$ cat config.mk
export PLATFORM = sky130hd
export DESIGN_NAME = nau_prep
export DESIGN_NICKNAME = d
export VERILOG_FILES = /design/src/hdl/nau_pkg.sv /design/src/hdl/nau_prep.sv
export SDC_FILE = /design/constraint.sdc
export NUM_CORES = 2
export LEC_CHECK = 0
export BUFFER_PORTS_ARGS = -buffer_cell sky130_fd_sc_hd__clkbuf_2
export CAP_MARGIN = 20
export CORE_ASPECT_RATIO = 1.25
export CORE_MARGIN = 2
export CORE_UTILIZATION = 35
export DETAILED_ROUTE_END_ITERATION = 7
export GPL_TIMING_DRIVEN = 0
export PLACE_DENSITY_LB_ADDON = 0.05
export SLEW_MARGIN = 20
export SYNTH_ARGS = -nofsm -noshare
export SYNTH_HDL_FRONTEND = slang
export SYNTH_SLANG_ARGS = --single-unit
$ cat constraint.sdc
create_clock -name clk -period 0.8 [get_ports clk]
set_input_delay 0.08 -clock clk [delete_from_list [all_inputs] [get_ports clk]]
set_output_delay 0.08 -clock clk [all_outputs]
set_load 0.02 [all_outputs]
$ cat src/hdl/nau_pkg.sv
`timescale 1ns / 1ps
// ----------------------------------------------------------------------------
// Activation unit package
// Shared widths, operation and function codes, and the records that travel
// between the pipeline stages.
// ----------------------------------------------------------------------------
package nau_pkg;

    localparam int DATA_W            = 32;
    localparam int TABLE_ENTRIES_DEF = 256;
    localparam int FRACTION_BITS_DEF = 16;
    localparam int QUEUE_DEPTH       = 8;

    // Reciprocal of 100 for 32-bit unsigned operands: q = (m * MAGIC) >> SHIFT.
    localparam logic [30:0] DIV100_MAGIC = 31'h51EB851F;
    localparam int          DIV100_SHIFT = 37;
    localparam int          DIV100_PROD_W = 62;

    typedef enum logic {
        OP_ACTIVATE = 1'b0,
        OP_DERIVE   = 1'b1
    } op_t;

    typedef enum logic [2:0] {
        KIND_SIGMOID = 3'd0,
        KIND_TANH    = 3'd1,
        KIND_RELU    = 3'd2,
        KIND_LEAKY   = 3'd3,
        KIND_LINEAR  = 3'd4
    } kind_t;

    typedef struct packed {
        logic       valid;
        logic       opcode;
        logic [2:0] kind;
        logic       neg;
    } ctl_t;

    typedef struct packed {
        logic                     valid;
        logic signed [DATA_W-1:0] value;
        logic                     saturated;
    } res_t;

endpackage

$ cat src/hdl/nau_prep.sv
`timescale 1ns / 1ps
// ----------------------------------------------------------------------------
// Activation unit stage one
// Clamps the operand, scales its magnitude to a table position and forms the
// derivative product of the sigmoid or tanh.
// ----------------------------------------------------------------------------
module nau_prep #(
    parameter int  TABLE_ENTRIES = nau_pkg::TABLE_ENTRIES_DEF,
    parameter int  FRACTION_BITS = nau_pkg::FRACTION_BITS_DEF,
    localparam int ENT_W         = $clog2(TABLE_ENTRIES + 1),
    localparam int MAG_W         = FRACTION_BITS + 6,
    localparam int POS_W         = MAG_W + ENT_W - 3
)
(
    input  logic                              clk,
    input  logic                              rst_n,
    input  logic                              load,
    input  logic                              opcode,
    input  logic [2:0]                        function_kind,
    input  logic signed [nau_pkg::DATA_W-1:0] operand_value,
    output nau_pkg::ctl_t                     ctl,
    output logic signed [nau_pkg::DATA_W-1:0] value,
    output logic [POS_W-1:0]                  pos,
    output logic signed [63:0]                prod
);

    localparam int SCALE_W = MAG_W + ENT_W;
    localparam logic signed [31:0] ONE      = 32'sd1 <<< FRACTION_BITS;
    localparam logic signed [31:0] SIG_LIM  = 32'sd50 <<< FRACTION_BITS;
    localparam logic signed [31:0] TANH_LIM = 32'sd20 <<< FRACTION_BITS;

    nau_pkg::ctl_t              ctl_reg;
    nau_pkg::ctl_t              ctl_next;
    logic signed [31:0]         value_reg;
    logic [POS_W-1:0]           pos_reg;
    logic [POS_W-1:0]           pos_next;
    logic signed [63:0]         prod_reg;
    logic signed [63:0]         prod_next;

    logic signed [31:0]         lim;
    logic signed [31:0]         clamped;
    logic [MAG_W-1:0]           mag;
    logic [SCALE_W-1:0]         scaled;
    logic signed [33:0]         mul_a;
    logic signed [33:0]         mul_b;
    logic signed [67:0]         mul_full;

    always_comb
    begin
        lim = (function_kind == nau_pkg::KIND_SIGMOID) ? SIG_LIM : TANH_LIM;
        if (operand_value > lim)
        begin
            clamped = lim;
        end
        else if (operand_value < -lim)
        begin
            clamped = -lim;
        end
        else
        begin
            clamped = operand_value;
        end
        mag    = MAG_W'((clamped < 0) ? -clamped : clamped);
        scaled = SCALE_W'(mag) * SCALE_W'(TABLE_ENTRIES);
        if (function_kind == nau_pkg::KIND_SIGMOID)
        begin
            pos_next = POS_W'(scaled >> 4);
        end
        else
        begin
            pos_next = POS_W'(scaled >> 3);
        end

        mul_a = 34'(operand_value);
        if (function_kind == nau_pkg::KIND_SIGMOID)
        begin
            mul_b = 34'(ONE) - mul_a;
        end
        else
        begin
            mul_b = mul_a;
        end
        mul_full  = mul_a * mul_b;
        prod_next = mul_full[63:0];

        ctl_next.valid  = load;
        ctl_next.opcode = opcode;
        ctl_next.kind   = function_kind;
        ctl_next.neg    = operand_value < 0;
    end

    always_ff @(posedge clk or negedge rst_n)
    begin
        if (!rst_n)
        begin
            ctl_reg <= '0;
        end
        else
        begin
            ctl_reg <= ctl_next;
        end
    end

    always_ff @(posedge clk)
    begin
        value_reg <= operand_value;
        pos_reg   <= pos_next;
        prod_reg  <= prod_next;
    end

    assign ctl   = ctl_reg;
    assign value = value_reg;
    assign pos   = pos_reg;
    assign prod  = prod_reg;

endmodule

==> results.sh <==
export IMPL_crit_required_ns=1.19
export IMPL_syn_instance_count=4550
export IMPL_rows=141
export IMPL_worstHoldPathType="primary input to flop"
export IMPL_drc=0
export IMPL_cap_violations=0
export IMPL_fmax_ghz=0.1148
export IMPL_max_slew_margin_pct=12.85
export IMPL_drt_first_pass_iters=5
export IMPL_critPathMaxStageDelay_ns=0.70
export IMPL_antenna_left=0
export IMPL_instances_no_fill=6696
export IMPL_ys_async_sr_fraction_pct=4.839
export IMPL_worst_pin_slew_ns=1.307
export IMPL_grt_first_pass_wirelength_um=257900
export IMPL_ys_warn_count=0
export IMPL_dieArea_um2=122500
export IMPL_htreeDepth=4
export IMPL_synth_adder_area_share_pct=58.46
export IMPL_hpwl_um=148100
export IMPL_syn_area_um2=41880
export IMPL_yosys_area_share_simple_pct=15.74
export IMPL_grt_max_degree=20
export IMPL_viasPerCell=5.033
export IMPL_grt_overflow_total=0
export IMPL_min_period_ns=8.709
export IMPL_die_height_um=390.8
export IMPL_num_vias=33700
export IMPL_endpoint_kind="flop"
export IMPL_numCtsBuffers=17
export IMPL_drive_gt1_share_pct=26.21
export IMPL_clkSinkCount=124
export IMPL_synth_ff_type="dfxtp_1"
export IMPL_status="finished with violations"
export IMPL_fin_nets=6442
export IMPL_wire_per_inst_um=27.19
export IMPL_rsz0062_at_grt="true"
export IMPL_synth_seq_cells=124
export IMPL_drv_slew=0
export IMPL_io_buffer_count=163
export IMPL_setup_violations=211
export IMPL_cp_max_fo=7
export IMPL_grt_pass1_vias=36490
export IMPL_boundaryPins=169
export IMPL_cts_reportedPaths_clkPinSlew_ns=0.06
export IMPL_synth_cell_types=85
export IMPL_fin_ws_ns=-7.909
export IMPL_place_inst=6293
export IMPL_grt_usage_pct=30.21
export IMPL_die_x_um=313.4
export IMPL_crit_slowest_cell="fa_2"
export IMPL_cts_root_buf="clkbuf_16"
export IMPL_synth_xor_area_share_pct=2.426
export IMPL_synth_edf_count=0
export IMPL_areaGrowthSynthToFinish_pct=30.79
export IMPL_core_um2=118400
export IMPL_yosysSeqAreaShare_pct=5.999
export IMPL_wirelength_um=182000
export IMPL_finalCritPeriodShare_pct=1089
export IMPL_cts_path_max_buffers=2
export IMPL_start_util_pct=35.38
export IMPL_cp_start_kind="primary input"
export IMPL_critPathKind="primary input to flop"
export IMPL_largest_reg_flops=64
export IMPL_synth_area_mux_share_pct=0.1225
export IMPL_crit_arrival_ns=9.10
export IMPL_gp_congestion=0.9841
export IMPL_antenna_found_initial=10
export IMPL_hold_viol=0
export IMPL_avgSynthCellArea_um2=9.205
export IMPL_synth_compound_area_share_pct=4.840
export IMPL_cts_tree="yes"
export IMPL_violations="setup timing"
export IMPL_drtIter0Drc=1839
export IMPL_synth_top_family_by_area="adder cells"
-- timing repair --
item	CTS	global route
resized for setup	824	786
endpoints found under the hold margin	45	0
gates cloned	3	1
hold buffers	39	0
endpoints found under the setup margin	211	211
setup buffers	233	117
pin swaps	230	202
-- cells in the final DEF (no fill, tap or decap), types with 37 or more instances in the layout --
cell / count
nor2_1: 102
clkbuf_16: 50
dfxtp_2: 117
inv_1: 1042
clkbuf_1: 105
ha_1: 120
nand2_1: 584
dlygate4sd3_1: 39
fa_1: 1023
xnor2_1: 47
and2_1: 425
buf_6: 209
buf_4: 243
fa_2: 80
inv_2: 43
buf_12: 43
clkbuf_2: 58
a21o_1: 42
a21oi_1: 37
ha_4: 63
-- kinds of logic after synthesis --
logic type | Yosys count
AO/OA/AOI/OAI | 290
XOR/XNOR | 116
adder cells (fa/ha/maj) | 1295
buffers and inverters | 1362
flip-flops | 124
multiplexers | 5
other | 1
AND/OR/NAND/NOR | 1357
-- per-layer routing --
metal | GRT usage, % | routed length (um)
met1 | 33.35 | 63880
met2 | 52.88 | 92690
met3 | 3.787 | 8083
met4 | 23.12 | 17350
met5 | 0 | 42
-- worst max-delay path: cells and delay by family --
kind / cells / cell delay (ns)
compound gates: 7 / 1.18
fa+ha+maj: 10 / 4.93
buf+inv: 9 / 1.30
simple gates: 9 / 1.55
-- area by class of cell --
| type | count | area [um^2] |
|---|---|---|
| Antenna cell | 2 | 5.005 |
| Buffer | 257 | 2512 |
| Clock buffer | 18 | 429.2 |
| Clock inverter | 14 | 195.2 |
| Fill cell | 11700 | 63600 |
| Inverter | 1093 | 4168 |
| Multi-Input combinational cell | 3068 | 37520 |
| Sequential cell | 124 | 2659 |
| Tap cell | 1573 | 1968 |
| Timing Repair Buffer | 547 | 5319 |
-- per-stage QoR --
stage / instance area [um^2] / util, % / hold WS [ns] / setup WS (ns) / TNS, ns
6_report: 54780 / 46.27 / 0.1253 / -7.909 / -489.59
4_1_cts: 51780 / 43.74 / 0.004791 / -7.851 / -497.60
3_3_place_gp: 45110 / 38.11 / -0.08961 / -11.47 / -692.60
5_1_grt: 54770 / 46.27 / 0.1315 / -8.122 / -507.38
2_1_floorplan: 42330 / - / -0.2156 / -7.606 / -457.16
3_5_place_dp: 45200 / 38.18 / -0.08667 / -11.45 / -690.21
-- cells in the mapped netlist (all sizes together), types with 2 or more instances --
master,n,area share [%]
fa,1103,53
inv,1092,9.8
nand2,635,5.7
and2,443,6.6
clkbuf,238,2.1
ha,192,5.7
nor2,130,1.2
dfxtp,118,5.6
a21oi,84,1.0
xnor2,72,1.5
o21ai,60,0.73
a21o,46,0.83
xor2,44,0.92
buf,31,0.47
nand3,27,0.32
nor3,26,0.33
nand4,20,0.30
a211oi,16,0.33
and3,14,0.21
o21bai,14,0.25
nor2b,13,0.19
or3,13,0.21
nand2b,12,0.18
o21a,11,0.20
a31oi,8,0.16
nor4,7,0.16
o211ai,7,0.16
dfrtp,6,0.36
o31ai,6,0.21
a2111oi,4,0.14
mux2i,4,0.096
nor3b,4,0.084
o22ai,4,0.060
o31a,4,0.084
or2,4,0.060
or4,4,0.081
a221oi,3,0.078
a41oi,3,0.063
and4,3,0.063
a211o,2,0.042
o2111ai,2,0.042
o211a,2,0.048
o221ai,2,0.042
o22a,2,0.042
o41ai,2,0.042
-- path summary, 6_finish.rpt --
| path | cells past startpoint | end | startpoint | slack, ns |
|---|---|---|---|---|
| worst min-delay path | 5 | prod[1]$_DFF_P_ | operand_value[1] | 0.13 |
| min in group asynchronous | 3 | ctl[4]$_DFF_PN0_ | rst_n | 0.50 |
| max in group asynchronous | 3 | ctl[0]$_DFF_PN0_ | rst_n | 0.09 |
| worst max-delay path | 35 | prod[63]$_DFF_P_ | operand_value[0] | -7.91 |
Power is left out: the tool's default activity adds up to more than one toggle a clock period on the data nets, which glitch-free logic cannot reach.
