## src/hdl/nau_pkg.sv

```systemverilog
`timescale 1ns / 1ps
// ----------------------------------------------------------------------------
// Activation unit package
// Shared widths, operation and function codes, and the records that travel
// between the pipeline stages.
// ----------------------------------------------------------------------------
package nau_pkg;

    localparam int DATA_W            = 32;
    localparam int TABLE_ENTRIES_DEF = 256;
    localparam int FRACTION_BITS_DEF = 16;
    localparam int QUEUE_DEPTH       = 8;

    // Reciprocal of 100 for 32-bit unsigned operands: q = (m * MAGIC) >> SHIFT.
    localparam logic [30:0] DIV100_MAGIC = 31'h51EB851F;
    localparam int          DIV100_SHIFT = 37;
    localparam int          DIV100_PROD_W = 62;

    typedef enum logic {
        OP_ACTIVATE = 1'b0,
        OP_DERIVE   = 1'b1
    } op_t;

    typedef enum logic [2:0] {
        KIND_SIGMOID = 3'd0,
        KIND_TANH    = 3'd1,
        KIND_RELU    = 3'd2,
        KIND_LEAKY   = 3'd3,
        KIND_LINEAR  = 3'd4
    } kind_t;

    typedef struct packed {
        logic       valid;
        logic       opcode;
        logic [2:0] kind;
        logic       neg;
    } ctl_t;

    typedef struct packed {
        logic                     valid;
        logic signed [DATA_W-1:0] value;
        logic                     saturated;
    } res_t;

endpackage

```

## src/hdl/nau_lookup.sv

```systemverilog
`timescale 1ns / 1ps
// ----------------------------------------------------------------------------
// Activation unit stage two
// Reads the two tanh table entries around the position, truncates the
// derivative product and starts the leaky division of the operand by 100.
// ----------------------------------------------------------------------------
module nau_lookup #(
    parameter int  TABLE_ENTRIES = nau_pkg::TABLE_ENTRIES_DEF,
    parameter int  FRACTION_BITS = nau_pkg::FRACTION_BITS_DEF,
    localparam int ENT_W         = $clog2(TABLE_ENTRIES + 1),
    localparam int MAG_W         = FRACTION_BITS + 6,
    localparam int POS_W         = MAG_W + ENT_W - 3,
    localparam int TW            = FRACTION_BITS + 1,
    localparam int TRUNC_W       = 64 - FRACTION_BITS
)
(
    input  logic                                 clk,
    input  logic                                 rst_n,
    input  nau_pkg::ctl_t                        ctl_in,
    input  logic signed [nau_pkg::DATA_W-1:0]    value_in,
    input  logic [POS_W-1:0]                     pos_in,
    input  logic signed [63:0]                   prod_in,
    output nau_pkg::ctl_t                        ctl,
    output logic signed [nau_pkg::DATA_W-1:0]    value,
    output logic [TW-1:0]                        lo,
    output logic [TW-1:0]                        hi,
    output logic [FRACTION_BITS-1:0]             frac,
    output logic signed [TRUNC_W-1:0]            trunc,
    output logic [nau_pkg::DIV100_PROD_W-1:0]    quot_prod
);

    localparam int       TAB_BITS  = (TABLE_ENTRIES + 1) * TW;
    localparam int       IDX_W     = POS_W - FRACTION_BITS;
    localparam int       QP_W      = nau_pkg::DIV100_PROD_W;
    localparam logic [63:0] Q32_ONE  = 64'd1 << 32;
    localparam logic [63:0] TAB_STEP = (64'd1 << 36) / TABLE_ENTRIES;
    localparam logic signed [63:0] ROUND_BIAS = (64'sd1 <<< FRACTION_BITS) - 64'sd1;

    // Shift-and-subtract quotient, evaluated only while the table is built.
    function automatic logic [63:0] table_quotient(input logic [63:0] num,
                                                   input logic [63:0] den);
        logic [63:0] quo;
        logic [64:0] rem;
        quo = '0;
        rem = '0;
        for (int b = 63; b >= 0; b--)
        begin
            rem = {rem[63:0], num[b]};
            if (rem >= {1'b0, den})
            begin
                rem    = rem - {1'b0, den};
                quo[b] = 1'b1;
            end
        end
        return quo;
    endfunction

    // Entry k holds tanh(8k/TABLE_ENTRIES), built from powers of exp(-16/TABLE_ENTRIES).
    function automatic logic [TAB_BITS-1:0] build_tanh_table(input logic [63:0] step);
        logic [TAB_BITS-1:0] tab;
        logic [63:0]         term;
        logic [63:0]         r;
        logic [63:0]         e;
        logic [63:0]         den;
        logic [63:0]         num;
        logic signed [63:0]  sum;
        tab  = '0;
        term = Q32_ONE;
        sum  = Q32_ONE;
        e    = Q32_ONE;
        for (int n = 1; n < 64; n++)
        begin
            if (term != 64'd0)
            begin
                term = table_quotient((term * step) >> 32, 64'(n));
                if (n[0])
                begin
                    sum = sum - term;
                end
                else
                begin
                    sum = sum + term;
                end
            end
        end
        if (sum < 0)
        begin
            sum = 0;
        end
        r = sum;
        if (r > Q32_ONE)
        begin
            r = Q32_ONE;
        end
        for (int k = 0; k <= TABLE_ENTRIES; k++)
        begin
            den = Q32_ONE + e;
            num = ((Q32_ONE - e) << FRACTION_BITS) + (den >> 1);
            tab[k * TW +: TW] = TW'(table_quotient(num, den));
            e = (e * r) >> 32;
        end
        return tab;
    endfunction

    localparam logic [TAB_BITS-1:0] TANH_TAB = build_tanh_table(TAB_STEP);

    nau_pkg::ctl_t               ctl_reg;
    logic signed [31:0]          value_reg;
    logic [TW-1:0]               lo_reg;
    logic [TW-1:0]               lo_next;
    logic [TW-1:0]               hi_reg;
    logic [TW-1:0]               hi_next;
    logic [FRACTION_BITS-1:0]    frac_reg;
    logic signed [TRUNC_W-1:0]   trunc_reg;
    logic signed [TRUNC_W-1:0]   trunc_next;
    logic [QP_W-1:0]             quot_prod_reg;
    logic [QP_W-1:0]             quot_prod_next;

    logic [IDX_W-1:0]            idx_full;
    logic                        at_end;
    logic [ENT_W-1:0]            idx;
    logic [ENT_W-1:0]            idx_up;
    logic signed [63:0]          biased;
    logic [31:0]                 abs_value;

    always_comb
    begin
        idx_full = pos_in[POS_W-1:FRACTION_BITS];
        at_end   = idx_full >= IDX_W'(TABLE_ENTRIES);
        idx      = ENT_W'(idx_full);
        idx_up   = idx + 1'b1;
        if (at_end)
        begin
            lo_next = TANH_TAB[TABLE_ENTRIES * TW +: TW];
            hi_next = TANH_TAB[TABLE_ENTRIES * TW +: TW];
        end
        else
        begin
            lo_next = TANH_TAB[idx * TW +: TW];
            hi_next = TANH_TAB[idx_up * TW +: TW];
        end

        // Truncation toward zero of the product shifted down by the fraction.
        biased     = prod_in + ((prod_in < 0) ? ROUND_BIAS : 64'sd0);
        trunc_next = biased[63:FRACTION_BITS];

        abs_value      = (value_in < 0) ? 32'(-value_in) : 32'(value_in);
        quot_prod_next = QP_W'(64'(abs_value) * 64'(nau_pkg::DIV100_MAGIC));
    end

    always_ff @(posedge clk or negedge rst_n)
    begin
        if (!rst_n)
        begin
            ctl_reg <= '0;
        end
        else
        begin
            ctl_reg <= ctl_in;
        end
    end

    always_ff @(posedge clk)
    begin
        value_reg     <= value_in;
        lo_reg        <= lo_next;
        hi_reg        <= hi_next;
        frac_reg      <= pos_in[FRACTION_BITS-1:0];
        trunc_reg     <= trunc_next;
        quot_prod_reg <= quot_prod_next;
    end

    assign ctl       = ctl_reg;
    assign value     = value_reg;
    assign lo        = lo_reg;
    assign hi        = hi_reg;
    assign frac      = frac_reg;
    assign trunc     = trunc_reg;
    assign quot_prod = quot_prod_reg;

endmodule

```

## config.mk

```make
export PLATFORM = sky130hd
export DESIGN_NAME = nau_lookup
export DESIGN_NICKNAME = d
export VERILOG_FILES = /design/src/hdl/nau_pkg.sv /design/src/hdl/nau_lookup.sv
export SDC_FILE = /design/constraint.sdc
export NUM_CORES = 2
export LEC_CHECK = 0
export BUFFER_PORTS_ARGS = -buffer_cell sky130_fd_sc_hd__buf_4
export CORE_MARGIN = 1.5
export CORE_UTILIZATION = 56
export CTS_CLUSTER_DIAMETER = 40
export DETAILED_ROUTE_END_ITERATION = 6
export HOLD_SLACK_MARGIN = 0.06
export PLACE_DENSITY = 0.78
export SLEW_MARGIN = 20
export SYNTH_ARGS = -nofsm -noshare
export SYNTH_HDL_FRONTEND = slang
export SYNTH_SLANG_ARGS = --single-unit
```

## constraint.sdc

```tcl
create_clock -name clk -period 0.8 [get_ports clk]
set_clock_uncertainty 0.1 [all_clocks]
set_input_delay 0.04 -clock clk [delete_from_list [all_inputs] [get_ports clk]]
set_output_delay 0.04 -clock clk [all_outputs]
set_load 0.03 [all_outputs]
```

==> run metrics, run 1 <==
status stopped before the end; Exit stage global routing (5_1_grt); Run Error [ERROR GRT-0116] Global routing finished with congestion. Check the congestion regions in the DRC Viewer.; dpl cells ~5200; dominant cell type by area after synthesis fa_1; Post-Syn Area 0.0289 mm^2; largest net degree at the start of global routing 34; row cnt 83; DP HPWL 99100 um; share of the synthesized area in the top cell type 0.250; dominant synthesized flop cell dfxtp_1; die height 230 um; flops & latches, synth about 200; largest family of logic cells by synthesized area adder cells; port buffer count around 330; global route total overflow 2; sequential share of the synthesized area 0.137; Post-Synth Adder-Cell Area 0.433; Mapped Avg Cell Area just under 9 um^2; complex-gate fraction of the synthesized area 0.150; CTS root buf clkbuf_16; Placer Congestion 1.08; Die Wd 230 um; EDFF count, synth 0; H-Tree Level Count 4; Initial Utilization 0.565; global-route wire length before repair 295000 um; Synth Area in Simple Gates 0.104; total CTS buffers 17; I/O Pins 330; total track usage 0.772; Gate Count Post-Synth between 3000 and 4000; most numerous cell in the Yosys netlist inv_1; Post-Synth XOR/XNOR Area 0.0625; synth top area cells fa_1 (25%), ha_1 (18%), dfxtp_1 (13%), inv_1 (9.0%), xnor2_1 (4.3%); Net Count, Synth 4258; yosys warns 0; Post-synth top cells inv_1 (692), ha_1 (423), fa_1 (362); vias in the first global route 42500; clock sink total 197; maximum clock path buffer count 2; async set or reset register ratio after synthesis 0.0305; pre-CTS setup slack -8.43 ns; Yosys cell types 83; multiplexer share of the synthesized area 0.00437
routing by layer:
metal,track usage,overflow
met1,0.763,0
met5,0.428,0
met4,0.738,0
met2,0.925,2
met3,0.650,0
stage by stage:
stage	area, um^2	TNS, ns
floorplan	31400	-436.39
global placement	41100	-507.90
detailed placement	41100	-525.89
CTS	45300	-521.31
what timing repair did:
| action | in CTS |
|---|---|
| hold buffers | 104 |
| pin swaps | 265 |
| gates cloned | 0 |
| buffers inserted | 70 |
| endpoints found under the setup margin | 341 |
| gates resized for setup | 435 |
| endpoints found under the hold margin | 139 |
logic make-up after synthesis:
logic type | count (synthesis)
DFF | 197
muxes | 10
and+or+nand+nor | 647
buffers and inverters | 832
AOI/OAI and AO/OA | 669
xor gates and xnor gates | 201
adders and majority gates | 785
==> run 2: changes to the inputs <==
Settings changed: CORE_UTILIZATION 56 to 40, CTS_CLUSTER_DIAMETER 40 to default, HOLD_SLACK_MARGIN 0.06 to default, PLACE_DENSITY 0.78 to default, PLACE_DENSITY_LB_ADDON from default to 0.15.
Clock period 0.8 ns to 1.05 ns, I/O delays scaled along.
==> run 2 against run 1 <==
  * The flow now finishes, with violations (hold timing, setup timing)
  * Synthesized cell count unchanged
  * Area after synthesis unchanged
==> run metrics, run 2 <==
fmax ~120 MHz; Clock transition at path regs ~0.1 ns; post-layout minimum cycle time between 8 and 9 ns; pre-CTS setup slack -8.07 ns; most numerous cell in the Yosys netlist inv_1; area of the die 0.0740 mm^2; global route total overflow 0; met1 WL 48600 um; Net Count, Synth about 4300; Initial Utilization 0.405; status finished with violations; yosys warns 0; commonest non-fill, non-tap cells in the layout buf_4 (1070), inv_1 (633), buf_6 (357); Worst Path Buf+Inv 8; sequential share of the synthesized area 0.137; TritonCTS clock tree yes; Vias 30000; Yosys cell types 83; Slew @ Worst Pin 0.730 ns; multi-input logic area 0.0268 mm^2; synth top area cells fa_1 (25%), ha_1 (18%), dfxtp_1 (13%), inv_1 (9.0%), xnor2_1 (4.3%); DP HPWL 93500 um; Post-synth top cells inv_1 (692), ha_1 (423), fa_1 (362); share of the synthesized area in the top cell type 0.250; global-route wire length before repair 186000 um; Placer Congestion 1.01; max FFs per register 62; WP data arrival 8.61 ns; total CTS buffers 17; final setup fails 340; P&R area growth vs syn 73.2%; maximum clock path buffer count 2; DR pass1 iterations 6; clock sink total 197; Slew Viols, Final 0; slowest cell on the critical path fa_2; commonest non-fill, non-tap cell in the layout buf_4; H-Tree Level Count 4; Max FO, Critical Path 5; Rel. slew slack 0.508; final setup margin -7.26 ns; hold path depth 4; largest net degree at the start of global routing 33; FILL cells 5442; Crit path largest cell delay 0.59 ns; Detail Route met2 WL between 50000 and 60000 um; Avg WL per Cell 20.8 um; wire length on met3 a little over 7000 um; total track usage 0.327; vias in the first global route 32200; Synth Area in Simple Gates 0.104; maxcap violations 0; initial antenna violation count 0; post-route ant nets 0; Final Hold Vio Count 1; I/O Pins 330; hold path start pos_in[25]; row cnt 98; DR top layer met4; largest family of logic cells by synthesized area adder cells; core area 0.0715 mm^2; CP endpoint kind flop; most used cell, CP fa_1; Hold Crit Endpoint hi[16]; via/cell ratio approximately 5.2; CP Class input pin to flop; WP data required 1.35 ns; Final period util 7.92; worst min path class input pin to flop; RSZ-0062 raised after global routing yes; dominant synthesized flop cell dfxtp_1; Setup crit start kind input pin; Mapped Avg Cell Area 8.66 um^2; failing checks hold timing, setup timing; die height 272 um; Post-Synth Adder-Cell Area 0.433; Die Wd 272 um; Gate Count Post-Synth around 3300; dominant cell type by area after synthesis fa_1; async set or reset register ratio after synthesis 0.0305; multiplexer share of the synthesized area 0.00437; FF/Latch Area 0.00421 mm^2; flops & latches, synth between 150 and 200; Crit path max-delay family adder cells; port buffer count 329; Routed WL 121000 um; ANT cells 0; Post-Synth XOR/XNOR Area 0.0625; EDFF count, synth 0; Post-Syn Area 0.0289 mm^2; DRC Markers 0; Nets 5751; Hold Slack -0.197 ns; complex-gate fraction of the synthesized area 0.150; CTS root buf clkbuf_16; DR iter-0 viols 1785; Crit. path cell count 31; share of cells above drive strength 1 0.508; setup TNS -420.95 ns
## run 2: final cells by class
type                    count  area share
clock inverters            15     0.00459
well taps                 950      0.0237
repair buffers           1603       0.290
flip-flops and latches    197      0.0840
inverters                 702      0.0553
clock buffers              17     0.00849
multi-input cells        2313       0.534
## run 2: cell families (layout without fill, tap and decap cells)
| logic type | Yosys count | after routing |
|---|---|---|
| mux | 10 | 10 |
| compound gates | 669 | 669 |
| xor+xnor | 201 | 202 |
| flops | 197 | 197 |
| buf+inv | 832 | 2337 |
| fa+ha+maj | 785 | 785 |
| simple gates | 647 | 647 |
## run 2: per-stage QoR
stage	area, um^2	utilization	cells
6_report	50100	0.701	5797
5_1_grt	50100	0.701	5797
4_1_cts	49100	0.687	5766
3_5_place_dp	41500	0.580	5460
3_3_place_gp	41500	0.580	5460
2_1_floorplan	31400	-	3341
## run 2: timing repair
action                                  in CTS  in global routing
endpoints found under the hold margin      122                 13
gates cloned                                 8                  0
buffers inserted                           178                 37
pin swaps                                  330                113
gates resized for setup                   1115                155
hold buffers                               105                  8
endpoints found under the setup margin     338                340
## run 2: worst max path at each step
stage	start	endpoint	slack, ns
after floorplan	value_in[11]	quot_prod[55]	-7.34
after global placement	value_in[11]	quot_prod[55]	-7.95
after global routing	value_in[10]	quot_prod[58]	-7.47
final	value_in[10]	quot_prod[55]	-7.26
after detailed placement	value_in[11]	quot_prod[55]	-8.07
after CTS	value_in[10]	quot_prod[55]	-7.19
## run 2: routing by layer
| layer | vias to the layer above | global-route usage |
|---|---|---|
| li1 | 14000 | - |
| met1 | 14700 | 0.412 |
| met2 | 1053 | 0.553 |
| met3 | 294 | 0.0513 |
| met4 | 0 | 0.145 |
| met5 | - | 0 |
Power of run 2 is not shown: default switching activity piles up to over one toggle a cycle in this logic, so the estimate is an artifact.
