[config.mk]
export PLATFORM = sky130hd
export DESIGN_NAME = nau_finish
export DESIGN_NICKNAME = d
export VERILOG_FILES = /design/src/hdl/nau_pkg.sv /design/src/hdl/nau_finish.sv
export SDC_FILE = /design/constraint.sdc
export NUM_CORES = 1
export LEC_CHECK = 0
export BUFFER_PORTS_ARGS = -buffer_cell sky130_fd_sc_hd__buf_4
export CAP_MARGIN = 10
export CELL_PAD_IN_SITES_DETAIL_PLACEMENT = 1
export CELL_PAD_IN_SITES_GLOBAL_PLACEMENT = 2
export CORE_MARGIN = 4
export CORE_UTILIZATION = 36
export CTS_CLUSTER_SIZE = 16
export DETAILED_ROUTE_END_ITERATION = 8
export PLACE_DENSITY = 0.89
export SYNTH_ARGS = -nofsm -noshare
export SYNTH_HDL_FRONTEND = slang
export SYNTH_SLANG_ARGS = --single-unit
[constraint.sdc]
create_clock -name clk -period 4.9 [get_ports clk]
set_input_delay 0.245 -clock clk [delete_from_list [all_inputs] [get_ports clk]]
set_output_delay 0.245 -clock clk [all_outputs]
set_load 0.01 [all_outputs]
[src/hdl/nau_pkg.sv]
`timescale 1ns / 1ps
// ----------------------------------------------------------------------------
// Activation unit package
// Shared widths, operation and function codes, and the records that travel
// between the pipeline stages.
// ----------------------------------------------------------------------------
package nau_pkg;

    localparam int DATA_W            = 32;
    localparam int TABLE_ENTRIES_DEF = 256;
    localparam int FRACTION_BITS_DEF = 16;
    localparam int QUEUE_DEPTH       = 8;

    // Reciprocal of 100 for 32-bit unsigned operands: q = (m * MAGIC) >> SHIFT.
    localparam logic [30:0] DIV100_MAGIC = 31'h51EB851F;
    localparam int          DIV100_SHIFT = 37;
    localparam int          DIV100_PROD_W = 62;

    typedef enum logic {
        OP_ACTIVATE = 1'b0,
        OP_DERIVE   = 1'b1
    } op_t;

    typedef enum logic [2:0] {
        KIND_SIGMOID = 3'd0,
        KIND_TANH    = 3'd1,
        KIND_RELU    = 3'd2,
        KIND_LEAKY   = 3'd3,
        KIND_LINEAR  = 3'd4
    } kind_t;

    typedef struct packed {
        logic       valid;
        logic       opcode;
        logic [2:0] kind;
        logic       neg;
    } ctl_t;

    typedef struct packed {
        logic                     valid;
        logic signed [DATA_W-1:0] value;
        logic                     saturated;
    } res_t;

endpackage

[src/hdl/nau_finish.sv]
`timescale 1ns / 1ps
// ----------------------------------------------------------------------------
// Activation unit stage three
// Multiplies the table slope by the fraction, resolves the simple functions
// and the saturated derivatives, then forms the final result.
// ----------------------------------------------------------------------------
module nau_finish #(
    parameter int  FRACTION_BITS = nau_pkg::FRACTION_BITS_DEF,
    localparam int TW            = FRACTION_BITS + 1,
    localparam int TRUNC_W       = 64 - FRACTION_BITS
)
(
    input  logic                                 clk,
    input  logic                                 rst_n,
    input  nau_pkg::ctl_t                        ctl_in,
    input  logic signed [nau_pkg::DATA_W-1:0]    value_in,
    input  logic [TW-1:0]                        lo_in,
    input  logic [TW-1:0]                        hi_in,
    input  logic [FRACTION_BITS-1:0]             frac_in,
    input  logic signed [TRUNC_W-1:0]            trunc_in,
    input  logic [nau_pkg::DIV100_PROD_W-1:0]    quot_prod_in,
    output nau_pkg::res_t                        res
);

    localparam int DV_W     = TRUNC_W + 1;
    localparam int INTERP_W = TW + FRACTION_BITS;
    localparam int Q_W      = nau_pkg::DIV100_PROD_W - nau_pkg::DIV100_SHIFT;
    localparam int SUM_W    = FRACTION_BITS + 2;
    localparam logic signed [31:0] ONE = 32'sd1 <<< FRACTION_BITS;
    localparam logic signed [31:0] LEAK_SLOPE = ((32'sd1 <<< FRACTION_BITS) + 32'sd50) / 32'sd100;
    localparam logic signed [DV_W-1:0] MAX32 = DV_W'(32'sh7FFFFFFF);
    localparam logic signed [DV_W-1:0] MIN32 = DV_W'(-33'sh80000000);

    nau_pkg::ctl_t              ctl_reg;
    logic signed [31:0]         simple_reg;
    logic signed [31:0]         simple_next;
    logic                       sat_reg;
    logic                       sat_next;
    logic [TW-1:0]              lo_reg;
    logic [INTERP_W-1:0]        interp_reg;
    logic [INTERP_W-1:0]        interp_next;

    logic [TW-1:0]              diff;
    logic signed [DV_W-1:0]     deriv;
    logic signed [31:0]         deriv_sat;
    logic                       deriv_flag;
    logic [Q_W-1:0]             quot;
    logic [TW-1:0]              tval;
    logic [SUM_W-1:0]           sig_sum;
    logic [TW-1:0]              sig_half;
    logic signed [31:0]         sig_res;
    logic signed [31:0]         tanh_res;
    logic signed [31:0]         final_value;

    always_comb
    begin
        diff        = (hi_in > lo_in) ? (hi_in - lo_in) : '0;
        interp_next = INTERP_W'(diff) * INTERP_W'(frac_in);

        if (ctl_in.kind == nau_pkg::KIND_TANH)
        begin
            deriv = DV_W'(ONE) - DV_W'(trunc_in);
        end
        else
        begin
            deriv = DV_W'(trunc_in);
        end
        if (deriv > MAX32)
        begin
            deriv_sat  = 32'sh7FFFFFFF;
            deriv_flag = 1'b1;
        end
        else if (deriv < MIN32)
        begin
            deriv_sat  = 32'sh80000000;
            deriv_flag = 1'b1;
        end
        else
        begin
            deriv_sat  = 32'(deriv);
            deriv_flag = 1'b0;
        end

        quot     = quot_prod_in[nau_pkg::DIV100_PROD_W-1:nau_pkg::DIV100_SHIFT];
        sat_next = 1'b0;
        if (ctl_in.opcode == nau_pkg::OP_ACTIVATE)
        begin
            case (ctl_in.kind)
                nau_pkg::KIND_SIGMOID: simple_next = '0;
                nau_pkg::KIND_TANH:    simple_next = '0;
                nau_pkg::KIND_RELU:    simple_next = (value_in > 0) ? value_in : '0;
                nau_pkg::KIND_LEAKY:   simple_next = (value_in > 0) ? value_in : -32'(quot);
                nau_pkg::KIND_LINEAR:  simple_next = value_in;
                default:               simple_next = value_in;
            endcase
        end
        else
        begin
            case (ctl_in.kind)
                nau_pkg::KIND_SIGMOID,
                nau_pkg::KIND_TANH:
                begin
                    simple_next = deriv_sat;
                    sat_next    = deriv_flag;
                end
                nau_pkg::KIND_RELU:   simple_next = (value_in > 0) ? ONE : '0;
                nau_pkg::KIND_LEAKY:  simple_next = (value_in > 0) ? ONE : LEAK_SLOPE;
                nau_pkg::KIND_LINEAR: simple_next = ONE;
                default:              simple_next = value_in;
            endcase
        end
    end

    always_ff @(posedge clk or negedge rst_n)
    begin
        if (!rst_n)
        begin
            ctl_reg <= '0;
        end
        else
        begin
            ctl_reg <= ctl_in;
        end
    end

    always_ff @(posedge clk)
    begin
        simple_reg <= simple_next;
        sat_reg    <= sat_next;
        lo_reg     <= lo_in;
        interp_reg <= interp_next;
    end

    always_comb
    begin
        tval     = lo_reg + TW'(interp_reg >> FRACTION_BITS);
        sig_sum  = SUM_W'(ONE) + SUM_W'(tval) + SUM_W'(1);
        sig_half = TW'(sig_sum >> 1);
        sig_res  = ctl_reg.neg ? (ONE - 32'(sig_half)) : 32'(sig_half);
        tanh_res = ctl_reg.neg ? -32'(tval) : 32'(tval);
        final_value = simple_reg;
        if (ctl_reg.opcode == nau_pkg::OP_ACTIVATE)
        begin
            case (ctl_reg.kind)
                nau_pkg::KIND_SIGMOID: final_value = sig_res;
                nau_pkg::KIND_TANH:    final_value = tanh_res;
                default:               final_value = simple_reg;
            endcase
        end
        res.valid     = ctl_reg.valid;
        res.value     = final_value;
        res.saturated = sat_reg;
    end

endmodule

==> run metrics, run 1 <==
Setup TNS Final -43.34 ns; Peak Freq 0.131 GHz; WHS Path Cells 1; Top FF cell, synth dfxtp_1; post-route ant nets 0; CP Launch Type input port; syn nets 2689; GPL Wtd Cong 0.931; Clock transition at path regs 0.06 ns; # rows 79; FFs w/ async S/R, synth 8.22%; top post-synthesis cells by area fa_1 (25%), ha_1 (10%), dfxtp_1 (7.9%); most frequent cells in the layout buf_4 (423), inv_1 (291), nand2_1 (248), fa_1 (202), ha_1 (129); Final Hold Vio Count 0; I/O pins 234; HPWL Detailed 54400 um; Synth Register Bits 73; Mapped Area 17000 um2; max-slew violations 0; dpl cell area 21200 um2; synth-to-layout area growth 30.6%; WP data arrival 7.89 ns; DRC errors left 0; status finished with violations; largest net degree at the start of global routing 62; Critical Path Sink Type flip-flop; area leader, netlist fa_1; port bufs 196; nets 3057; CTS HTree Levels 3; final worst slack -2.71 ns; die area 50600 um2; Initial Utilization 36.4%; number of flip-flops in the largest register 32; DRT Wirelength 66400 um; first-pass iteration count of the detailed router 5; Post-synth EDFFs 0; Hold Crit Class in2reg; Worst path depth 35; Final period util 155%; vias per cell 5.52; first-pass GRT wire length 103000 um; syn_area_per_cell 7.92 um2; Cell Pwr Density 628 nW/um2; tightest slew margin relative to the limit 21.2%; RSZ-0062 raised after global routing true; CP dominant cell by count fa_1; violated checks setup timing; chip width 225 um; Lkg Pwr 0.0104 uW; WP buf/inv 10; gr ovfl total 0; Critical Path RT 5.18 ns; Core ar. 46600 um2; Starting DRT DRC Count 984; post-synth top area share 24.7%; Worst path top cell family by delay adder cells; initial antenna violation count 2; Synth Warn # 0; clock sink total 73; final instance area 22200 um2; die height 225 um; sequential area share after synthesis 8.79%; final setup violating endpoints 17; vias in the first global route 18500; via count 17200; wire length per cell 21.3 um; Worst Tran Pin Value 1.18 ns; TritonCTS clock tree built; worst hold slack 0.0262 ns; Cell variety after synth 86; Fill cells 5601; Slowest-stage cell, CP fa_2; minimum clock period 7.61 ns; Root Buffer clkbuf_16; Syn Inst Count 2140; TritonCTS buffer count 9; CP Max Fanout 8; WS Path Type in2reg; VDD IR-drop max 0.000641 V; final core occ 47.6%; most common cell after layout, fill and taps aside buf_4; clock buffer depth 2; share of cells above drive strength 1 24.4%; number of max-cap violations 0; total global routing track utilization 25.3%; CP peak stage delay 0.58 ns; Overall Power 13900 uW
## synth_stat cells, types with 58 or more instances
library cell    n
nand2_1       253
xnor2_1        95
inv_1         302
ha_1          140
and2_1        102
o21ai_0        75
nor2_1         81
a21oi_1        79
dfxtp_1        67
fa_1          209
nor3_1         58
clkbuf_1       87
## repair_timing
action,in CTS,in global routing
endpoints found under the setup margin,21,35
buffers inserted,12,6
pin swaps,33,31
gates resized for setup,47,45
cloned,1,0
endpoints found under the hold margin,13,0
hold buffers,8,0
## logic make-up (layout without fill, tap and decap cells)
logic type | count (synthesis) | in the layout | share of synthesized area (%)
simple gates | 734 | 734 | 22.1
compound gates | 425 | 425 | 17.2
buf+inv | 411 | 784 | 9.23
fa+ha+maj | 349 | 349 | 35.0
xor+xnor | 143 | 143 | 7.39
flops | 73 | 73 | 8.79
mux | 5 | 5 | 0.310
other cells | 0 | 2 | 0
## report_power, final
part | internal, uW | switching [uW]
Clock | 501 | 296
Sequential | 756 | 64.8
Combinational | 5620 | 6670
Total | 6880 | 7030
## metal layers
metal  GRT usage [%]  vias up  part of all wire [%]
met5               0        -                     0
met4            6.23        0                   2.3
met3            2.33       91                   4.4
met2            45.5      448                    50
met1            32.7     8689                    43
li1                -     7998                     -
## final cells by class
| class | count | area, um2 | share of cell area [%] |
|---|---|---|---|
| Antenna cell | 2 | 5.00 | 0.0226 |
| Timing Repair Buffer | 466 | 3850 | 17.4 |
| Clock buffer | 10 | 229 | 1.03 |
| Inverter | 302 | 1150 | 5.19 |
| Clock inverter | 6 | 115 | 0.520 |
| Tap cell | 607 | 759 | 3.43 |
| Sequential cell | 73 | 1490 | 6.73 |
| Multi-Input combinational cell | 1656 | 14600 | 65.7 |
## through the flow
stage / std cells / worst slack (ns)
2_1_floorplan: 2140 / -2.36
3_3_place_gp: 3079 / -2.88
3_5_place_dp: 3079 / -3.21
4_1_cts: 3116 / -2.55
5_1_grt: 3122 / -2.97
6_report: 3122 / -2.71
## path summary, 6_finish.rpt
check                          from        endpoint  slack [ns]
setup / recovery           hi_in[0]  interp_reg[30]       -2.71
hold / removal             lo_in[2]       lo_reg[2]        0.03
max in group asynchronous     rst_n      ctl_reg[0]        4.51
min in group asynchronous     rst_n         res[33]        0.27
(Power assumes the default switching activity.)
==> run 2, diff against run 1 <==
BUFFER_PORTS_ARGS = -buffer_cell sky130_fd_sc_hd__buf_2   (was -buffer_cell sky130_fd_sc_hd__buf_4)
SKIP_CTS_REPAIR_TIMING = 1   (was unset)
==> run 2 against run 1 <==
The flow finishes with violations (hold timing, setup timing). Setup slack worse by 0.092 ns. Clock-buffer cell count unchanged. Worst hold slack worse by 0.031 ns. Combinational power about the same. Final cell count about the same. Die area unchanged. Via count up 1.1%. Cell area down 3.0%. First-iteration DRC count down 2.4%. Wire length up 0.16%. Global-route usage down 0.72 points. Critical endpoint unchanged.
==> run metrics, run 2 (synthesized netlist as in run 1, its figures left out) <==
WHS Endpoint lo_reg[8]; HPWL Detailed 53700 um; CTS HTree Levels 3; final worst slack -2.80 ns; Root Buffer clkbuf_16; status finished with violations; chip width 225 um; Final period util 157%; gr ovfl total 0; initial antenna violation count 2; Worst path top cell family by delay adder cells; TritonCTS clock tree built; max-slew violations 0; final setup violating endpoints 17; WS Path Type in2reg; # rows 79; vias in the first global route 18600; Lkg Pwr 0.0102 uW; WHS Path Cells 1; Critical Path RT 5.14 ns; WP buf/inv 8; DP Worst Slack -3.15 ns; via count 17400; first-pass GRT wire length 100000 um; dpl cell area 20600 um2; total global routing track utilization 24.6%; final instance area 21500 um2; synth-to-layout area growth 26.7%; share of cells above drive strength 1 24.3%; Setup TNS Final -44.50 ns; vias per cell 5.58; WP data arrival 7.94 ns; hold_sp lo_in[8]; post-route ant nets 0; port bufs 196; wire length per cell 21.3 um; CP Max Fanout 5; I/O pins 234; Hold Crit Class in2reg; nets 3058; violated checks hold timing, setup timing; Cell Pwr Density 642 nW/um2; VDD IR-drop max 0.000606 V; Starting DRT DRC Count 960; clock sink total 73; CP Launch Type input port; RSZ-0062 raised after global routing true; Worst Tran Pin Value 1.18 ns; Critical Path Sink Type flip-flop; DRC errors left 0; largest net degree at the start of global routing 38; Slowest-stage cell, CP fa_1; minimum clock period 7.70 ns; TritonCTS buffer count 9; DRT Wirelength 66600 um; Final Hold Vio Count 1; Peak Freq 0.130 GHz; die area 50600 um2; first-pass iteration count of the detailed router 5; number of flip-flops in the largest register 32; CP peak stage delay 0.56 ns; most common cell after layout, fill and taps aside inv_1; Core ar. 46600 um2; CP dominant cell by count fa_1; GPL Wtd Cong 0.895; clock buffer depth 2; most frequent cells in the layout inv_1 (290), nand2_1 (249), buf_4 (244), fa_1 (202), buf_2 (193); die height 225 um; tightest slew margin relative to the limit 21.2%; number of max-cap violations 0; Initial Utilization 36.4%; Clock transition at path regs 0.07 ns; worst hold slack -0.00449 ns
[run 2: cell count changes in the layout (fill, tap and decap cells not counted), sizes merged]
| cell | before | now |
|---|---|---|
| clkinvlp | 1 | 0 |
| dlygate4sd3 | 8 | 3 |
| clkinv | 1 | 2 |
| buf | 458 | 464 |
[run 2: area by class of cell]
cell class,count,area [um2]
Tap cell,607,759
Antenna cell,2,5.00
Multi-Input combinational cell,1656,14500
Inverter,302,1150
Timing Repair Buffer,467,3280
Fill cell,5669,25100
Clock inverter,6,113
Clock buffer,10,239
Sequential cell,73,1490
[run 2: per-layer routing]
layer / global-route usage, % / share of wire, % / up-vias
met5: 0 / 0 / -
li1: - / - / 7983
met2: 43.7 / 50 / 483
met4: 6.25 / 2.6 / 0
met1: 32.3 / 43 / 8845
met3: 1.99 / 4.0 / 107
[run 2: worst max path at each step]
stage               cells past startpoint             end     start  slack [ns]
floorplan                              31  interp_reg[32]  hi_in[0]       -2.36
global placement                       32  interp_reg[24]  lo_in[1]       -2.84
detailed placement                     35  interp_reg[32]  hi_in[0]       -3.15
CTS                                    35  interp_reg[32]  lo_in[1]       -2.87
global route                           36  interp_reg[30]  hi_in[0]       -3.04
finish                                 36  interp_reg[30]  hi_in[0]       -2.80
[run 2: per-stage QoR]
step	power, uW	utilization [%]	cells
finish	13800	46.2	3123
global route	15000	46.2	3123
CTS	12700	45.1	3101
detailed placement	11800	44.3	3085
global placement	11200	44.3	3085
floorplan	7710	-	2140
[run 2: where the power goes]
group	leakage (uW)	switching [uW]	internal [uW]
Clock	0.000173	295	514
Sequential	0.000634	61.5	756
Combinational	0.00939	6600	5570
Total	0.0102	6950	6840
