==> src/hdl/nau_pkg.sv <==
`timescale 1ns / 1ps
// ----------------------------------------------------------------------------
// Activation unit package
// Shared widths, operation and function codes, and the records that travel
// between the pipeline stages.
// ----------------------------------------------------------------------------
package nau_pkg;

    localparam int DATA_W            = 32;
    localparam int TABLE_ENTRIES_DEF = 256;
    localparam int FRACTION_BITS_DEF = 16;
    localparam int QUEUE_DEPTH       = 8;

    // Reciprocal of 100 for 32-bit unsigned operands: q = (m * MAGIC) >> SHIFT.
    localparam logic [30:0] DIV100_MAGIC = 31'h51EB851F;
    localparam int          DIV100_SHIFT = 37;
    localparam int          DIV100_PROD_W = 62;

    typedef enum logic {
        OP_ACTIVATE = 1'b0,
        OP_DERIVE   = 1'b1
    } op_t;

    typedef enum logic [2:0] {
        KIND_SIGMOID = 3'd0,
        KIND_TANH    = 3'd1,
        KIND_RELU    = 3'd2,
        KIND_LEAKY   = 3'd3,
        KIND_LINEAR  = 3'd4
    } kind_t;

    typedef struct packed {
        logic       valid;
        logic       opcode;
        logic [2:0] kind;
        logic       neg;
    } ctl_t;

    typedef struct packed {
        logic                     valid;
        logic signed [DATA_W-1:0] value;
        logic                     saturated;
    } res_t;

endpackage

==> src/hdl/nau_result_if.sv <==
`timescale 1ns / 1ps
// ----------------------------------------------------------------------------
// Activation unit result channel
// Valid/ready channel that carries one result with its saturation flag.
// ----------------------------------------------------------------------------
interface nau_result_if;

    logic                             valid;
    logic                             ready;
    logic signed [nau_pkg::DATA_W-1:0] result_value;
    logic                             saturated;

    modport source (
        output valid,
        output result_value,
        output saturated,
        input  ready
    );

    modport sink (
        input  valid,
        input  result_value,
        input  saturated,
        output ready
    );

endinterface

==> src/hdl/nau_queue.sv <==
`timescale 1ns / 1ps
// ----------------------------------------------------------------------------
// Activation unit result queue
// Holds finished results until the result channel takes them. The depth is a
// power of two, and the top level never lets it overflow.
// ----------------------------------------------------------------------------
module nau_queue
(
    input  logic                 clk,
    input  logic                 rst_n,
    input  nau_pkg::res_t        wr,
    nau_result_if.source         result
);

    localparam int PTR_W = $clog2(nau_pkg::QUEUE_DEPTH);

    logic signed [nau_pkg::DATA_W-1:0] entry_value_reg [nau_pkg::QUEUE_DEPTH];
    logic                              entry_sat_reg [nau_pkg::QUEUE_DEPTH];
    logic [PTR_W:0]                    wr_ptr_reg;
    logic [PTR_W:0]                    wr_ptr_next;
    logic [PTR_W:0]                    rd_ptr_reg;
    logic [PTR_W:0]                    rd_ptr_next;
    logic                              empty;
    logic                              take;

    always_comb
    begin
        empty       = wr_ptr_reg == rd_ptr_reg;
        take        = !empty && result.ready;
        wr_ptr_next = wr.valid ? (wr_ptr_reg + 1'b1) : wr_ptr_reg;
        rd_ptr_next = take ? (rd_ptr_reg + 1'b1) : rd_ptr_reg;
    end

    always_ff @(posedge clk or negedge rst_n)
    begin
        if (!rst_n)
        begin
            wr_ptr_reg <= '0;
            rd_ptr_reg <= '0;
        end
        else
        begin
            wr_ptr_reg <= wr_ptr_next;
            rd_ptr_reg <= rd_ptr_next;
        end
    end

    always_ff @(posedge clk)
    begin
        if (wr.valid)
        begin
            entry_value_reg[wr_ptr_reg[PTR_W-1:0]] <= wr.value;
            entry_sat_reg[wr_ptr_reg[PTR_W-1:0]]   <= wr.saturated;
        end
    end

    assign result.valid        = !empty;
    assign result.result_value = entry_value_reg[rd_ptr_reg[PTR_W-1:0]];
    assign result.saturated    = entry_sat_reg[rd_ptr_reg[PTR_W-1:0]];

endmodule

==> src/flat_wrapper.sv <==
// flat-port wrapper written by rule: the top's interface ports become plain ports
module nau_queue_flat 
  (clk, rst_n, wr, result_valid, result_result_value, result_saturated, result_ready);
  nau_result_if result_i ();
  input  logic clk;
  input  logic rst_n;
  input  nau_pkg::res_t wr;
  output wire logic [$bits(result_i.valid)-1:0] result_valid;
  output wire logic [$bits(result_i.result_value)-1:0] result_result_value;
  output wire logic [$bits(result_i.saturated)-1:0] result_saturated;
  input wire logic [$bits(result_i.ready)-1:0] result_ready;
  assign result_valid = result_i.valid;
  assign result_result_value = result_i.result_value;
  assign result_saturated = result_i.saturated;
  assign result_i.ready = result_ready;
  nau_queue u_core (.clk(clk), .rst_n(rst_n), .wr(wr), .result(result_i));
endmodule
==> config.mk <==
export PLATFORM = sky130hd
export DESIGN_NAME = nau_queue_flat
export DESIGN_NICKNAME = d
export VERILOG_FILES = /design/src/hdl/nau_pkg.sv /design/src/hdl/nau_result_if.sv /design/src/hdl/nau_queue.sv /design/src/flat_wrapper.sv
export SDC_FILE = /design/constraint.sdc
export NUM_CORES = 1
export LEC_CHECK = 0
export BUFFER_PORTS_ARGS = -buffer_cell sky130_fd_sc_hd__buf_2
export CAP_MARGIN = 0
export CORE_ASPECT_RATIO = 1.1
export CORE_MARGIN = 10
export CORE_UTILIZATION = 64
export DETAILED_ROUTE_END_ITERATION = 6
export PLACE_DENSITY = 0.84
export SLEW_MARGIN = 15
export SYNTH_ARGS = -nofsm -noshare
export SYNTH_HDL_FRONTEND = slang
export SYNTH_SLANG_ARGS = --single-unit
==> constraint.sdc <==
create_clock -name clk -period 5.75 [get_ports clk]
set_input_delay 0.2875 -clock clk [delete_from_list [all_inputs] [get_ports clk]]
set_output_delay 0.2875 -clock clk [all_outputs]
set_load 0.03 [all_outputs]
==> results of run 1 <==
## worst register-to-register path: stages (launching register included)
cell,delay (ps)
dfrtp_4,1020
buf_4,580
xnor2_1,250
a41o_1,280
mux2_2,340
## worst max path at each step
stage	startpoint	to	slack [ps]	cells after the start
2_1_floorplan	u_core.wr_ptr_reg[2]$_DFFE_PN0P_	u_core.entry_sat_reg[0]$_DFFE_PP_	2410	2
3_3_place_gp	u_core.rd_ptr_reg[0]$_DFFE_PN0P_	result_result_value[1]	2760	4
3_5_place_dp	u_core.rd_ptr_reg[0]$_DFFE_PN0P_	result_result_value[8]	2720	4
4_1_cts	u_core.rd_ptr_reg[0]$_DFFE_PN0P_	result_result_value[12]	2160	4
5_1_grt	u_core.rd_ptr_reg[0]$_DFFE_PN0P_	result_result_value[1]	2040	4
6_report	u_core.rd_ptr_reg[0]$_DFFE_PN0P_	result_result_value[1]	2280	4
## power by group
group	switching, mW	leakage (nW)	internal [mW]
Sequential	0.317	2.49	2.50
Combinational	1.04	1.03	0.905
Clock	0.652	0.349	0.796
Total	2.01	3.87	4.20
## stage by stage
| step | setup slack (ps) | total power, mW |
|---|---|---|
| after global routing | 2040 | 6.48 |
| final | 2280 | 6.21 |
| after floorplan | 2410 | 4.29 |
| after global placement | 2760 | 4.76 |
| after CTS | 2160 | 6.29 |
| after detailed placement | 2720 | 4.82 |
## cell families (layout without fill, tap and decap cells)
logic type | count (synthesis) | after routing
mux | 101 | 101
fa+ha+maj | 2 | 2
compound gates | 1 | 1
other cells | 0 | 2
xor+xnor | 10 | 10
buf+inv | 22 | 129
flops | 272 | 272
simple gates | 18 | 18
## cell type report
class | count | share of cell area
multi-input cells | 132 | 0.185
clock inverters | 14 | 0.00533
clock buffers | 31 | 0.0553
inverters | 1 | 0.000320
repair buffers | 83 | 0.0384
flip-flops and latches | 272 | 0.694
diodes | 2 | 0.000427
well taps | 200 | 0.0213
## cell usage in the layout (no fill, tap or decap), types with 2 or more instances in the layout
cell         n
nor2_4       6
ha_1         2
buf_2       70
dfrtp_4      2
clkbuf_1     6
dfrtp_1      5
nand2_1      3
mux2_2      27
xnor2_1      6
nand2b_1     3
xor2_1       4
clkinv_1     9
nor3_2       2
mux2_4       8
edfxtp_1   264
mux4_2      66
diode_2      2
clkinv_2     4
clkbuf_16   25
buf_4       12
## layer usage
metal | up-vias | share of wire | track usage
met5 | - | 0.0011 | 0
met1 | 2393 | 0.37 | 0.220
li1 | 1985 | - | -
met2 | 161 | 0.53 | 0.309
met3 | 40 | 0.072 | 0.0376
met4 | 4 | 0.023 | 0.0594
## timing repair
| action | CTS | global route |
|---|---|---|
| hold endpoints to repair | 8 | 0 |
| gates resized for setup | 0 | 0 |
| hold buffers | 1 | 0 |
## synthesized netlist by cell type (2+ instances only)
cell type  count  share of area
buf_12         2         0.0039
mux2_2        27          0.029
dfrtp_1        8          0.019
edfxtp_1     264           0.76
mux4_2        66           0.14
ha_1           2         0.0024
xor2_1         4         0.0034
mux2_4         8          0.012
nand2_1        3         0.0011
clkbuf_1       8         0.0029
xnor2_1        6         0.0051
nand2b_1       3         0.0018
nor2_1         7         0.0025
nor3_1         2        0.00096
buf_2          9         0.0043
==> impl_metrics.env, run 1 <==
export IMPL_htreeDepth=1
export IMPL_drtIter0Drc=366
export IMPL_multi_input_area_sq_um=2170
export IMPL_vias=4583
export IMPL_yosys_area_share_simple=0.00808
export IMPL_clockBufferDepth=3
export IMPL_arrival_ps=3180
export IMPL_coreArea_sq_um=15800
export IMPL_finalMaxSlewViolations=0
export IMPL_fin_skew_ps=7.87
export IMPL_chipWidth_um=141
export IMPL_grt_pass1_wl_um=29900
export IMPL_design_area_sq_um=11700
export IMPL_cellPowerDensity_nw_per_um2=529
export IMPL_rsz0062_at_grt="false"
export IMPL_dp_cells=687
export IMPL_synth_fa_ha_area_frac=0.00241
export IMPL_hp_start="wr[15]"
export IMPL_slew_headroom=0.306
export IMPL_cp_max_fo=46
export IMPL_synth_area_mux_share=0.184
export IMPL_power_leakage_nw=3.87
export IMPL_detail_route_wl_per_cell_um=26.1
export IMPL_grt_max_degree=71
export IMPL_period_share=0.603
export IMPL_cpLargestDelayFamily="flip-flops"
export IMPL_ff2ff_setup_slack_ps=3170
export IMPL_drt_pass1_iter_count=4
export IMPL_gp_congestion=0.698
export IMPL_root_buffer="clkbuf_16"
export IMPL_syn_nets=465
export IMPL_hold_depth=1
export IMPL_cts_sinks=272
export IMPL_synth_top_family_by_area="multiplexers"
export IMPL_irDropWorstVdd_uv=277
export IMPL_synth_distinct_cells=22
export IMPL_final_cell_count_no_fill=735
export IMPL_ys_warnings_count=0
export IMPL_port_buffers=70
export IMPL_grt_total_usage=0.179
export IMPL_die_h_um=154
export IMPL_num_rows=48
export IMPL_ys_seq_area_frac=0.783
export IMPL_synthFlopType="edfxtp_1"
export IMPL_start_util=0.657
export IMPL_ys_seq_elements=272
export IMPL_seqCellArea_sq_um=8140
export IMPL_final_hold_viol_count=0
export IMPL_postSynthCellCount=426
export IMPL_drv_cap=0
export IMPL_crit_slowest_cell="dfrtp_4"
export IMPL_dpl_cell_area_sq_um=11000
export IMPL_finalCriticalPeriod_ps=3470
export IMPL_first_global_vias=5107
export IMPL_largest_reg_flops=256
export IMPL_io_pins=71
export IMPL_cts_setup_buffers=0
export IMPL_async_flop_share=0.0294
export IMPL_hold_path_class="in2reg"
export IMPL_antenna_found_initial=2
export IMPL_numCtsBuffers=25
export IMPL_synth_xor_area_share=0.00844
export IMPL_tightest_slew_ps=1040
export IMPL_die_area_sq_um=21700
export IMPL_synth_edf_count=264
export IMPL_status="finished clean"
export IMPL_gr_total_overflow=0
export IMPL_required_ps=5460
export IMPL_clkTransAtPathRegs_ps=60
export IMPL_syn_area_per_cell_sq_um=24.4
export IMPL_clock_latency_ps=520
export IMPL_worstReg2RegStart="u_core.rd_ptr_reg[0]$_DFFE_PN0P_"
export IMPL_drive_gt1_frac=0.420
export IMPL_drt_total_wl_um=19200
export IMPL_drtAntennaViolNets=0
export IMPL_critical_path_cell_chain="buf_4 -> mux4_2 -> mux2_2 -> buf_2"
export IMPL_worst_r2r_cell_count=4
export IMPL_critPathKind="reg2out"
export IMPL_via_per_inst=6.24
export IMPL_tns_ps=0
export IMPL_hpwl_um=11100
export IMPL_start_kind="flop"
export IMPL_synthToLayoutAreaGrowth_pct=13.0
export IMPL_cp_end_kind="primary output"
export IMPL_synth_area_sq_um=10400
export IMPL_fmax_mhz=288
export IMPL_synth_compound_area_frac=0.000964
export IMPL_tritoncts="done"
export IMPL_worst_hold_path_endpoint="u_core.entry_value_reg[6][14]$_DFFE_PP_"
export IMPL_holdWs_ps=30.7
export IMPL_final_util=0.743
export IMPL_reg2reg_to="u_core.rd_ptr_reg[1]$_DFFE_PN0P_"
export IMPL_nFillCells=846
export IMPL_setup_viol=0
export IMPL_max_stage_delay_ps=1020
export IMPL_crit_buf_inv=2
export IMPL_fin_nets=554
export IMPL_drc=0
No activity file was read; power rests on OpenSTA's default activity.
==> run 2: changes to the inputs <==
--- a/config.mk
+++ b/config.mk
@@ -9,9 +9,9 @@
 export CAP_MARGIN = 0
 export CORE_ASPECT_RATIO = 1.1
 export CORE_MARGIN = 10
-export CORE_UTILIZATION = 64
+export CORE_UTILIZATION = 54
 export DETAILED_ROUTE_END_ITERATION = 6
-export PLACE_DENSITY = 0.84
+export PLACE_DENSITY = 0.75
 export SLEW_MARGIN = 15
 export SYNTH_ARGS = -nofsm -noshare
 export SYNTH_HDL_FRONTEND = slang
==> constraint.sdc (replaced) <==
create_clock -name clk -period 2.9 [get_ports clk]
set_input_delay 0.145 -clock clk [delete_from_list [all_inputs] [get_ports clk]]
set_output_delay 0.145 -clock clk [all_outputs]
set_load 0.03 [all_outputs]
==> impl_metrics.env, run 2 (synthesis results as in run 1) <==
export IMPL_fin_skew_ps=12.8
export IMPL_clock_latency_ps=520
export IMPL_required_ps=2760
export IMPL_antenna_found_initial=0
export IMPL_htreeDepth=1
export IMPL_clockBufferDepth=3
export IMPL_layout_common_cells="edfxtp_1 (264), buf_2 (70), mux4_2 (66), dlygate4sd3_1 (36), mux2_2 (27)"
export IMPL_io_pins=71
export IMPL_fmax_mhz=385
export IMPL_hold_path_class="in2async"
export IMPL_ff2ff_setup_slack_ps=960
export IMPL_detail_route_wl_per_cell_um=23.9
export IMPL_worstReg2RegStart="u_core.wr_ptr_reg[0]$_DFFE_PN0P_"
export IMPL_gr_total_overflow=0
export IMPL_rsz0062_at_grt="false"
export IMPL_final_hold_viol_count=0
export IMPL_drtAntennaViolNets=0
export IMPL_first_global_vias=5126
export IMPL_drt_total_wl_um=19800
export IMPL_final_common_cell="edfxtp_1"
export IMPL_irDropWorstVdd_uv=983
export IMPL_dpl_cell_area_sq_um=11200
export IMPL_tightest_slew_ps=645
export IMPL_finalCriticalPeriod_ps=2600
export IMPL_hpwl_um=11900
export IMPL_num_rows=53
export IMPL_chipWidth_um=152
export IMPL_grt_pass1_wl_um=30700
export IMPL_grt_max_degree=31
export IMPL_vias=4746
export IMPL_multi_input_area_sq_um=2170
export IMPL_die_area_sq_um=25200
export IMPL_seqCellArea_sq_um=8140
export IMPL_slew_headroom=0.570
export IMPL_via_per_inst=5.72
export IMPL_critPathKind="reg2out"
export IMPL_status="finished clean"
export IMPL_grt_total_usage=0.157
export IMPL_synthToLayoutAreaGrowth_pct=19.8
export IMPL_arrival_ps=2460
export IMPL_start_kind="flop"
export IMPL_clkTransAtPathRegs_ps=60
export IMPL_nFillCells=1160
export IMPL_start_util=0.545
export IMPL_setup_viol=0
export IMPL_reg2reg_to="u_core.entry_value_reg[7][30]$_DFFE_PP_"
export IMPL_drt_pass1_iter_count=4
export IMPL_antenna_cells=0
export IMPL_period_share=0.897
export IMPL_port_buffers=70
export IMPL_dp_cells=746
export IMPL_die_h_um=165
export IMPL_tns_ps=0
export IMPL_cts_sinks=272
export IMPL_numCtsBuffers=25
export IMPL_finalMaxSlewViolations=0
export IMPL_design_area_sq_um=12400
export IMPL_worst_r2r_cell_count=3
export IMPL_drv_cap=0
export IMPL_largest_reg_flops=256
export IMPL_drtIter0Drc=358
export IMPL_tritoncts="done"
export IMPL_power_leakage_nw=4.17
export IMPL_gp_congestion=0.692
export IMPL_final_cell_count_no_fill=829
export IMPL_coreArea_sq_um=19000
export IMPL_fin_nets=602
export IMPL_drive_gt1_frac=0.424
export IMPL_cellPowerDensity_nw_per_um2=1050
export IMPL_cp_max_fo=16
export IMPL_cp_end_kind="primary output"
export IMPL_root_buffer="clkbuf_16"
export IMPL_drc=0
-- run 2: cell types whose count changed in the layout (fill, tap and decap cells not counted), moves of 2 or more --
cell           change
dlygate4sd3_1     +35
buf_4              +9
clkinv_1           -6
bufinv_16          +5
buf_12             +4
clkbuf_1           -3
clkinv_4           +2
clkinvlp_4         +2
diode_2            -2
-- run 2: layout make-up --
cell class	instances	share of cell area
Clock buffer	28	0.0512
Clock inverter	18	0.0186
Inverter	1	0.000302
Multi-Input combinational cell	132	0.175
Sequential cell	272	0.654
Tap cell	247	0.0248
Timing Repair Buffer	131	0.0762
-- run 2: critical path, cell delays in order (launching register included) --
cell and delay [ps]:
dfrtp_4 660, buf_4 310, mux4_2 530, mux2_4 280
buf_2 180
-- run 2: metrics by stage --
step	util	setup slack, ps	hold WS [ps]	power, mW
floorplan	-	-437	-151	8.50
global placement	0.588	587	-9.56	9.60
detailed placement	0.588	563	0.679	9.69
CTS	0.652	22.1	37.7	13.1
global route	0.654	158	54.7	13.6
finish	0.654	300	45.3	13.0
-- run 2: layer usage --
metal	track usage	up-vias	part of all wire
li1	-	2079	-
met1	0.195	2480	0.39
met2	0.278	158	0.54
met3	0.0264	29	0.053
met4	0.0442	0	0.017
met5	0	-	0
-- run 2: what timing repair did --
item                                    in CTS  in global routing
buffers inserted                             0                  1
hold endpoints to repair                   276                  0
resized for setup                            0                  0
hold buffers                                36                  0
endpoints found under the setup margin       0                 13
-- run 2: power by group --
group | switching (mW) | internal (mW)
clock | 1.36 | 2.04
combinational | 2.35 | 1.95
sequential | 0.391 | 4.95
total | 4.10 | 8.94
-- run 2: how the worst max path moves through the flow --
stage,end,slack [ps],depth (start not counted),startpoint
2_1_floorplan,u_core.entry_sat_reg[0]$_DFFE_PP_,-440,2,u_core.wr_ptr_reg[2]$_DFFE_PN0P_
3_3_place_gp,result_result_value[24],590,4,u_core.rd_ptr_reg[0]$_DFFE_PN0P_
3_5_place_dp,result_result_value[24],560,4,u_core.rd_ptr_reg[0]$_DFFE_PN0P_
4_1_cts,result_result_value[24],20,4,u_core.rd_ptr_reg[0]$_DFFE_PN0P_
5_1_grt,result_result_value[24],160,4,u_core.rd_ptr_reg[0]$_DFFE_PN0P_
6_report,result_result_value[24],300,4,u_core.rd_ptr_reg[0]$_DFFE_PN0P_
